`config.mk`:
```
export PLATFORM = sky130hd
export DESIGN_NAME = uss_request_telegram_builder_core
export DESIGN_NICKNAME = d
export VERILOG_FILES = /design/src/rtl/core/usstb_pkg.sv /design/src/rtl/core/uss_request_telegram_builder_core.sv
export SDC_FILE = /design/constraint.sdc
export NUM_CORES = 1
export LEC_CHECK = 0
export BUFFER_PORTS_ARGS = -buffer_cell sky130_fd_sc_hd__buf_4
export CAP_MARGIN = 0
export CORE_MARGIN = 2
export CORE_UTILIZATION = 48
export CTS_CLUSTER_DIAMETER = 50
export CTS_CLUSTER_SIZE = 28
export DETAILED_ROUTE_END_ITERATION = 10
export GPL_TIMING_DRIVEN = 0
export PLACE_DENSITY = 0.74
export SLEW_MARGIN = 20
export SYNTH_ARGS = -nofsm -noshare
export SYNTH_HDL_FRONTEND = slang
export SYNTH_SLANG_ARGS = --single-unit
```
`constraint.sdc`:
```
create_clock -name clk -period 11.4 [get_ports clk]
set_input_delay 1.14 -clock clk [delete_from_list [all_inputs] [get_ports clk]]
set_output_delay 1.14 -clock clk [all_outputs]
set_load 0.01 [all_outputs]
```
`src/rtl/core/usstb_pkg.sv`:
```
// types and constants shared by the request telegram builder
`default_nettype none
package usstb_pkg;

  localparam logic [7:0] STX_BYTE   = 8'h02;
  localparam logic [7:0] PAD_CHAR   = 8'h20;
  localparam logic [6:0] ADR_MASK   = 7'b0011111;
  localparam logic [6:0] MIRROR_BIT = 7'b1000000;
  localparam logic [8:0] TASK_BIT8  = 9'h100;
  localparam logic [3:0] NIBBLE_MSK = 4'hF;
  localparam logic [7:0] HDR_LAST   = 8'd6;

  localparam logic [8:0] TASK_TEXT  = 9'b100001111;
  localparam logic [8:0] TASK_ZERO  = 9'b000001111;

  localparam int unsigned CFG_ADDR_W = 3;
  localparam logic REG_PARAM_WORDS   = 1'b0;
  localparam logic REG_PROCESS_WORDS = 1'b1;

  typedef enum logic [3:0] {
    SRC_STX,
    SRC_LEN,
    SRC_ADR,
    SRC_PKE_HI,
    SRC_PKE_LO,
    SRC_IDX_HI,
    SRC_IDX_LO,
    SRC_VAL,
    SRC_PZD,
    SRC_BCC
  } src_t;

  typedef struct packed {
    src_t src;
    logic rep;
    logic last;
  } ctrl_word_t;

  localparam int unsigned PROG_LEN = 10;
  localparam int unsigned STEP_W   = $clog2(PROG_LEN);

  localparam ctrl_word_t PROG [PROG_LEN] = '{
    '{src: SRC_STX,    rep: 1'b0, last: 1'b0},
    '{src: SRC_LEN,    rep: 1'b0, last: 1'b0},
    '{src: SRC_ADR,    rep: 1'b0, last: 1'b0},
    '{src: SRC_PKE_HI, rep: 1'b0, last: 1'b0},
    '{src: SRC_PKE_LO, rep: 1'b0, last: 1'b0},
    '{src: SRC_IDX_HI, rep: 1'b0, last: 1'b0},
    '{src: SRC_IDX_LO, rep: 1'b0, last: 1'b0},
    '{src: SRC_VAL,    rep: 1'b1, last: 1'b0},
    '{src: SRC_PZD,    rep: 1'b1, last: 1'b0},
    '{src: SRC_BCC,    rep: 1'b0, last: 1'b1}
  };

endpackage
`default_nettype wire

```
`src/rtl/core/uss_request_telegram_builder_core.sv`:
```
// top level of the request telegram builder: sequencer, datapath and register port
`default_nettype none
// One request beat in gives one telegram out, one byte beat per cycle while the
// output is taken: STX, length, address, PKE, index, the value field (0, 2, 4
// or 16 bytes by task), two bytes per process word and the XOR check byte,
// which carries out_last_byte. A telegram holds up to 56 bytes with the default
// MAX_PROCESS_WORDS. Each of the value and process steps of the control program
// that has nothing to send still takes a sequencer step that emits no byte.
// in_ready rises when the check byte enters the output register, so no new
// request beat is accepted while a telegram is being built. The sequencer
// stalls whenever out_ready is low while a byte waits.
module uss_request_telegram_builder_core #(
  parameter int unsigned MAX_PROCESS_WORDS = 16
) (
  input  wire logic                               clk,
  input  wire logic                               rst_n,
  input  wire logic                               in_valid,
  output logic                                    in_ready,
  input  wire logic [4:0]                         in_station_address,
  input  wire logic                               in_mirror_flag,
  input  wire logic [8:0]                         in_task_id,
  input  wire logic [11:0]                        in_param_number,
  input  wire logic [15:0]                        in_param_index,
  input  wire logic [31:0]                        in_param_value,
  input  wire logic [15:0]                        in_process_word,
  input  wire logic                               in_process_word_present,
  input  wire logic [63:0]                        in_text_low,
  input  wire logic [63:0]                        in_text_high,
  output logic                                    out_valid,
  input  wire logic                               out_ready,
  output logic [7:0]                              out_tx_byte,
  output logic                                    out_last_byte,
  input  wire logic                               psel,
  input  wire logic                               penable,
  input  wire logic                               pwrite,
  input  wire logic [usstb_pkg::CFG_ADDR_W-1:0]   paddr,
  input  wire logic [31:0]                        pwdata,
  output logic [31:0]                             prdata,
  output logic                                    pready
);
  import usstb_pkg::*;

  localparam int unsigned PCW = $clog2(2 * MAX_PROCESS_WORDS + 1);

  logic [2:0]        param_words_r;
  logic [4:0]        process_words_r;
  logic              busy_r;
  logic [STEP_W-1:0] step_r;
  logic [7:0]        len_r;
  logic [6:0]        adr_r;
  logic [15:0]       pke_r;
  logic [15:0]       idx_r;
  logic [15:0]       pzd_r;
  logic [127:0]      vbuf_r;
  logic              text_r;
  logic              ended_r;
  logic [4:0]        vcnt_r;
  logic [PCW-1:0]    pcnt_r;
  logic [7:0]        bcc_r;
  logic              out_valid_r;
  logic [7:0]        out_tx_byte_r;
  logic              out_last_byte_r;

  logic              cfg_wr;
  logic              accept;
  logic              four;
  logic [4:0]        npzd;
  logic [4:0]        vlen;
  logic [127:0]      vbuf_load;
  logic              text_load;
  logic [15:0]       v16;
  logic [127:0]      text_all;
  logic [127:0]      text_bytes;
  logic [PCW-1:0]    pcnt_load;
  ctrl_word_t        cw;
  logic              room;
  logic              cnt_zero;
  logic              cnt_one;
  logic              emit;
  logic              step_adv;
  logic [7:0]        ch;
  logic [7:0]        byte_sel;

  assign pready   = 1'b1;
  assign cfg_wr   = psel && penable && pwrite && pready;
  assign prdata   = (paddr[2] == REG_PROCESS_WORDS) ? {27'd0, process_words_r}
                                                    : {29'd0, param_words_r};
  assign in_ready = !busy_r;
  assign accept   = in_valid && in_ready;

  always_ff @(posedge clk) begin
    if (!rst_n) begin
      param_words_r   <= 3'd4;
      process_words_r <= 5'd2;
    end else if (cfg_wr) begin
      if (paddr[2] == REG_PARAM_WORDS) begin
        param_words_r <= pwdata[2:0];
      end else begin
        process_words_r <= pwdata[4:0];
      end
    end
  end

  // value field setup
  assign four = param_words_r >= 3'd4;
  assign npzd = (process_words_r > 5'(MAX_PROCESS_WORDS)) ? 5'(MAX_PROCESS_WORDS)
                                                          : process_words_r;
  assign pcnt_load = PCW'({npzd, 1'b0});
  assign text_all  = {in_text_high, in_text_low};

  always_comb begin
    for (int k = 0; k < 16; k++) begin
      text_bytes[127-8*k -: 8] = text_all[8*k +: 8];
    end
  end

  always_comb begin
    vbuf_load = '0;
    vlen      = 5'd0;
    text_load = 1'b0;
    v16       = in_param_value[15:0];
    case (in_task_id) inside
      9'h000, 9'h001, 9'h002, 9'h006, 9'h007, 9'h009, 9'h00C, 9'h00E: begin
        if (in_task_id == 9'h001 || in_task_id == 9'h006 || in_task_id == 9'h009) begin
          v16 = 16'd0;
        end
        if (four) begin
          vbuf_load = {16'd0, v16, 96'd0};
          vlen      = 5'd4;
        end else begin
          vbuf_load = {v16, 112'd0};
          vlen      = 5'd2;
        end
      end
      9'h003, 9'h008, 9'h00D: begin
        vbuf_load = {in_param_value, 96'd0};
        vlen      = 5'd4;
      end
      TASK_TEXT: begin
        vbuf_load = text_bytes;
        vlen      = 5'd16;
        text_load = 1'b1;
      end
      TASK_ZERO: begin
        vlen = four ? 5'd4 : 5'd2;
      end
      default: begin
        vlen = 5'd0;
      end
    endcase
  end

  // sequencer
  assign cw       = PROG[step_r];
  assign room     = !out_valid_r || out_ready;
  assign cnt_zero = (cw.src == SRC_VAL) ? (vcnt_r == 5'd0) : (pcnt_r == '0);
  assign cnt_one  = (cw.src == SRC_VAL) ? (vcnt_r == 5'd1) : (pcnt_r == PCW'(1));
  assign emit     = busy_r && room && !(cw.rep && cnt_zero);
  assign step_adv = busy_r && room && (!cw.rep || cnt_zero || cnt_one);
  assign ch       = vbuf_r[127:120];

  always_comb begin
    case (cw.src)
      SRC_STX:    byte_sel = STX_BYTE;
      SRC_LEN:    byte_sel = len_r;
      SRC_ADR:    byte_sel = {1'b0, adr_r};
      SRC_PKE_HI: byte_sel = pke_r[15:8];
      SRC_PKE_LO: byte_sel = pke_r[7:0];
      SRC_IDX_HI: byte_sel = idx_r[15:8];
      SRC_IDX_LO: byte_sel = idx_r[7:0];
      SRC_VAL:    byte_sel = (text_r && (ch == 8'd0 || ended_r)) ? PAD_CHAR : ch;
      SRC_PZD:    byte_sel = pcnt_r[0] ? pzd_r[7:0] : pzd_r[15:8];
      SRC_BCC:    byte_sel = bcc_r;
      default:    byte_sel = 8'd0;
    endcase
  end

  always_ff @(posedge clk) begin
    if (!rst_n) begin
      busy_r <= 1'b0;
      step_r <= '0;
    end else if (accept) begin
      busy_r <= 1'b1;
      step_r <= '0;
    end else if (step_adv) begin
      if (cw.last) begin
        busy_r <= 1'b0;
        step_r <= '0;
      end else begin
        step_r <= step_r + STEP_W'(1);
      end
    end
  end

  always_ff @(posedge clk) begin
    if (accept) begin
      adr_r   <= ({2'd0, in_station_address} & ADR_MASK) |
                 (in_mirror_flag ? MIRROR_BIT : 7'd0);
      pke_r   <= {in_task_id[3:0] & NIBBLE_MSK, in_param_number};
      idx_r   <= in_param_index | {7'd0, in_task_id & TASK_BIT8};
      pzd_r   <= in_process_word_present ? in_process_word : 16'd0;
      vbuf_r  <= vbuf_load;
      text_r  <= text_load;
      ended_r <= 1'b0;
      vcnt_r  <= vlen;
      pcnt_r  <= pcnt_load;
      len_r   <= HDR_LAST + 8'(vlen) + 8'(pcnt_load);
      bcc_r   <= 8'd0;
    end else if (emit) begin
      bcc_r <= bcc_r ^ byte_sel;
      if (cw.src == SRC_VAL) begin
        vbuf_r  <= {vbuf_r[119:0], 8'd0};
        ended_r <= ended_r || (text_r && ch == 8'd0);
        vcnt_r  <= vcnt_r - 5'd1;
      end
      if (cw.src == SRC_PZD) begin
        pcnt_r <= pcnt_r - PCW'(1);
      end
    end
  end

  // output register
  always_ff @(posedge clk) begin
    if (!rst_n) begin
      out_valid_r <= 1'b0;
    end else if (emit) begin
      out_valid_r <= 1'b1;
    end else if (out_ready) begin
      out_valid_r <= 1'b0;
    end
  end

  always_ff @(posedge clk) begin
    if (emit) begin
      out_tx_byte_r   <= byte_sel;
      out_last_byte_r <= cw.last;
    end
  end

  assign out_valid     = out_valid_r;
  assign out_tx_byte   = out_tx_byte_r;
  assign out_last_byte = out_last_byte_r;

endmodule
`default_nettype wire
```
# == Word level (Yosys, flattened, before mapping) ==
# Memories as Yosys holds them, arrays and structs flattened.
# Cells that the tools add are included.
# word_totals
wordCells,135
register_bits,235
romBits,96
memories,1
out_inout_bits,44
input_bits,262
# mem_list
memory,depth,width,read_ports,rd_clocked_by_memory_dff,write_ports,line,source
(name not given),16,6,1,0,0,uss_request_telegram_builder_core.sv:154,assign cw = PROG[step_r];
# classes
add_sub_neg,5
eq_ne,23
magnitude_cmp,3
bitwise,6
n_reduce_logical,42
n_mux,36
# ops
op,count
2-to-1 mux 128 bit,7
case mux 8 bit (10 select lines),1
equality test 9 x 4 -> 1 bit (second input constant),6
2-to-1 mux 5 bit,9
2-to-1 mux 6 bit,5
equality test 9 x 2 -> 1 bit (second input constant),2
equality test 9 x 3 -> 1 bit (second input constant),2
equality test 4 x 3 -> 1 bit (second input constant),4
2-to-1 mux 16 bit,1
2-to-1 mux 8 bit,2
bitwise OR 16 x 9 -> 16 bit,1
AND reduction 2 bit,7
nonzero test 2 bit,6
OR reduction 11 bit,1
equality test 9 x 1 -> 1 bit (second input constant),1
equality test 9 bit (second input constant),1
logical AND 1 bit,9
zero test 9 bit,1
equality test 4 x 2 -> 1 bit (second input constant),2
equality test 4 bit (second input constant),2
zero test 8 bit,1
2-to-1 mux 1 bit,8
OR reduction 8 bit,1
bitwise XOR 8 bit,1
other kinds (24),34

# == Depth between registers and ports, before layout ==
# depth
depth_word,11
ltp_mapped,11
depth_no_buf,10

# == Least setup slack after synthesis ==
# No wires, ideal clock.
# synth_path
kind,input to register
from,in out_ready
to,"reg vbuf_r[0], enable pin"
required_ns,10.591
arrival_time_ns,10.974
stages,5
setup_ns,0.809
slack_ns,-0.383
path_buffers,1
cell_sequence,nand2b_1 > and2_1 > clkbuf_1 > nand2_1 > o21ai_0
# synth_via
elab_chain_cells,5
# synth_rtl
element,line,source
"start, declared",uss_request_telegram_builder_core.sv:30,"input wire logic out_ready,"
logical OR 1 bit,uss_request_telegram_builder_core.sv:155,assign room = !out_valid_r || out_ready;
logical AND 1 bit (2 in series),uss_request_telegram_builder_core.sv:158,assign emit = busy_r && room && !(cw.rep && cnt_zero);
nonzero test 2 bit (no source line),-,
AND reduction 2 bit (no source line),-,
"end signal, assigned",uss_request_telegram_builder_core.sv:202,vbuf_r <= vbuf_load;
"end signal, assigned",uss_request_telegram_builder_core.sv:212,"vbuf_r <= {vbuf_r[119:0], 8'd0};"
"end, declared",uss_request_telegram_builder_core.sv:54,logic [127:0] vbuf_r;
# Every way passes these cells.
# A chain may end at the register's enable or synchronous reset.

# == Worst setup path in the final report ==
# layout_path
from,in in_valid
to,"reg vbuf_r[76], enable pin"
# layout_via
elab_chain_cells,3
elab_cells_between_ends,4
cone_classes,reduce/logical (4)
# layout_rtl
element,line,source
"start, declared",uss_request_telegram_builder_core.sv:17,"input wire logic in_valid,"
logical AND 1 bit (*),uss_request_telegram_builder_core.sv:89,assign accept = in_valid && in_ready;
nonzero test 2 bit (no source line),-,
AND reduction 2 bit (no source line) (*),-,
# Every way passes the cells marked *; elsewhere a longest branch is shown, timed or not.

==> results.toml <==
[setup_path]
cp_max_fo = 24
crit_required_ps = 11700
cp-start-kind = "input port"
worstPathArrival_ps = 3850
crit_type = "input port to flip-flop"
endpoint_kind = "flip-flop"

[sta]
setup_viol = 0
finalSetupTns_ps = 0
period_minus_slack_ps = 3547
slew_violations = 0
worst_slew_pin_slew_ps = 804.7
hold_viol = 0
max_slew_margin = 0.4594
rsz0062_at_grt = "no"
fmax_mhz = 282.0
timing.final.crit_share = 0.3111
fin_skew_ps = 20.53

[logic_synthesis]
yosys_warnings = 0
synth_commonest_cells = "edfxtp_1 (208), a22o_1 (104), nand2_1 (61), buf_4 (37), nor2_1 (30)"
synth.top_cells.by_area = "edfxtp_1 (57%), a22o_1 (8.3%), dfxtp_1 (4.4%)"
yosys.cell_types.count = 71
syn_area_um2 = 10970
yosysTopAreaCell = "edfxtp_1"
synth_seq_area_share = 0.6132
synth_ff_type = "edfxtp_1"
synth_edf_count = 208
async_reset_ff_frac = 0
ys_ff_latch = 232
synth_cells = 847
synth.avg_cell_area_um2 = 12.95
synth_top_area_share = 0.5694
yosysMostFrequentCell = "edfxtp_1"

[clock_tree]
clkLatencyLatePin_ps = 550
htreeDepth = 1
tritoncts = "built"
cts_max_path_buffers = 3
cts_hold_buf = 0
cts_buffers = 26
root_buffer = "clkbuf_16"
path_clk_slew_ps = 60
postCtsSetupBuffers = 0
cts_resized = 0
cts.sinks = 232

[power_and_ir_drop]
clkPwrFrac = 0.420
swShare = 0.2441
vdd_ir_drop_max_mv = 0.09580
p_switching_mw = 0.5246
powerDensity_nw_per_um2 = 148.8
seq_power_share = 0.472
p_int_mw = 1.625
finalPower_mw = 2.149
p_leak_nw = 5.937
combinationalPowerShare = 0.108

[global_routing]
grt_pass1_wl_um = 44820
antenna_found_initial = 1
grt_use_total = 0.2409
grt_pass1_vias = 8205
overflow = 0
grt_max_degree = 29

[detailed_routing]
first_iter_violations = 542
postRouteAntennaNets = 0
wl_per_cell_um = 20.45
drtPass1Iterations = 5
via_per_inst = 5.627
totalWireLength_um = 29890
drc = 0
via_count = 8226

[floorplanning]
core_area_um2 = 22500
die-area_um2 = 24080
ios = 306
die_h_um = 155.2
initial_utilization = 0.4875
floorplan.rows = 55
die_w_um = 155.2

[run_status]
status = "finished, final reports clean"

[hold_path]
hold_class = "flip-flop to flip-flop"

[cells_and_area]
multiInputGateArea_um2 = 3811
nFillCells = 1722
layout.area.seq_um2 = 6726
fin_nets = 1433
syn_to_final_growth_pct = 31.69
layout-drive-gt1-share = 0.3248

[placement]
gp_congestion = 0.8936
portBuffers = 247
dpl.hpwl_um = 22490

[run]
maxCapViolations = 0
metal layers:
metal,track usage,vias to the layer above,share of wire
li1,-,3863,-
met1,0.3011,3958,0.39
met2,0.4044,340,0.49
met3,0.06630,65,0.085
met4,0.08650,0,0.036
met5,0,-,0
power by group through the flow:
stage / sequential [mW] / clock [mW] / combinational [mW]
floorplan: 1.03 / 0 / 0.116
global placement: 1.04 / 0 / 0.213
detailed placement: 1.03 / 0 / 0.231
CTS: 1.01 / 0.912 / 0.233
global route: 1.02 / 0.943 / 0.252
finish: 1.01 / 0.902 / 0.233
worst paths after layout:
kind	startpoint	endpoint	slack, ps	depth (start not counted)
setup / recovery	in_valid	vbuf_r[76]	7850	9
hold / removal	bcc_r[6]	bcc_r[6]	460	1
setup reg to reg	busy_r	vbuf_r[76]	8130	8
hold reg to reg	bcc_r[6]	bcc_r[6]	460	1
worst max-delay path, cell delays in order:
cell and delay, ps:
buf_4 120, nand2b_1 100, clkbuf_1 340, buf_1 630, clkbuf_1 560, o21ai_4 310
buf_16 260, buf_16 180, buf_16 180
cell usage in the layout (no fill, tap or decap), types with 6 or more instances in the layout:
cell / count
conb_1: 28
nand3_1: 6
buf_4: 284
nand2_1: 61
o21ai_0: 22
clkbuf_16: 26
nand4b_1: 7
ha_1: 14
inv_1: 15
a21o_1: 18
buf_2: 16
a221oi_1: 13
a21oi_1: 27
nor3_1: 7
o22ai_1: 6
nor2b_1: 15
a31oi_1: 8
dfxtp_1: 24
xnor2_1: 8
nand2b_1: 12
a22o_1: 104
or3b_2: 6
edfxtp_1: 208
nor2_1: 30
clkbuf_1: 28
buf_16: 7
nand4_1: 7
and2_1: 29
mux2_2: 7
mux2i_1: 29
kinds of logic (layout without fill, tap and decap cells):
kind of cell,count (synthesis),count (layout),synth area share
muxes,36,36,0.03365
xor gates and xnor gates,11,11,0.008784
AOI/OAI and AO/OA,239,239,0.1694
and+or+nand+nor,210,210,0.1072
DFF,232,232,0.6132
buffers and inverters,102,405,0.04927
other,2,29,0.0006846
adders and majority gates,15,15,0.01779
through the flow:
stage / util / cell area, um2 / cells / worst slack, ps / hold WS, ps
floorplan: - / 11070 / 873 / 3209 / 424.7
global placement: 0.5900 / 13280 / 1405 / 501.4 / 441.5
detailed placement: 0.6001 / 13500 / 1413 / 7321 / 453.4
CTS: 0.6418 / 14440 / 1461 / 7887 / 462.9
global route: 0.6419 / 14450 / 1462 / 7730 / 499.6
finish: 0.6419 / 14450 / 1462 / 7853 / 461.0
flip-flops by register name (all words and copies together), names as in the netlist, 4 cells and up:
signal and flops:
idx_r 16, adr_r 6, bcc_r 8, vbuf_r 128, pcnt_r 6, out_tx_byte 8, process_words_r 5, pke_r 16
vcnt_r 5, len_r 6, step_r 4, pzd_r 16
area by class of cell:
| type | count | share of cell area |
|---|---|---|
| clock inverters | 22 | 0.02001 |
| flip-flops and latches | 232 | 0.4657 |
| clock buffers | 26 | 0.04504 |
| diodes | 1 | 0.0001732 |
| multi-input cells | 539 | 0.2638 |
| plain buffers | 84 | 0.03283 |
| inverters | 18 | 0.004677 |
| repair buffers | 255 | 0.1431 |
| well taps | 285 | 0.02469 |
No activity file was read; power rests on OpenSTA's default activity.
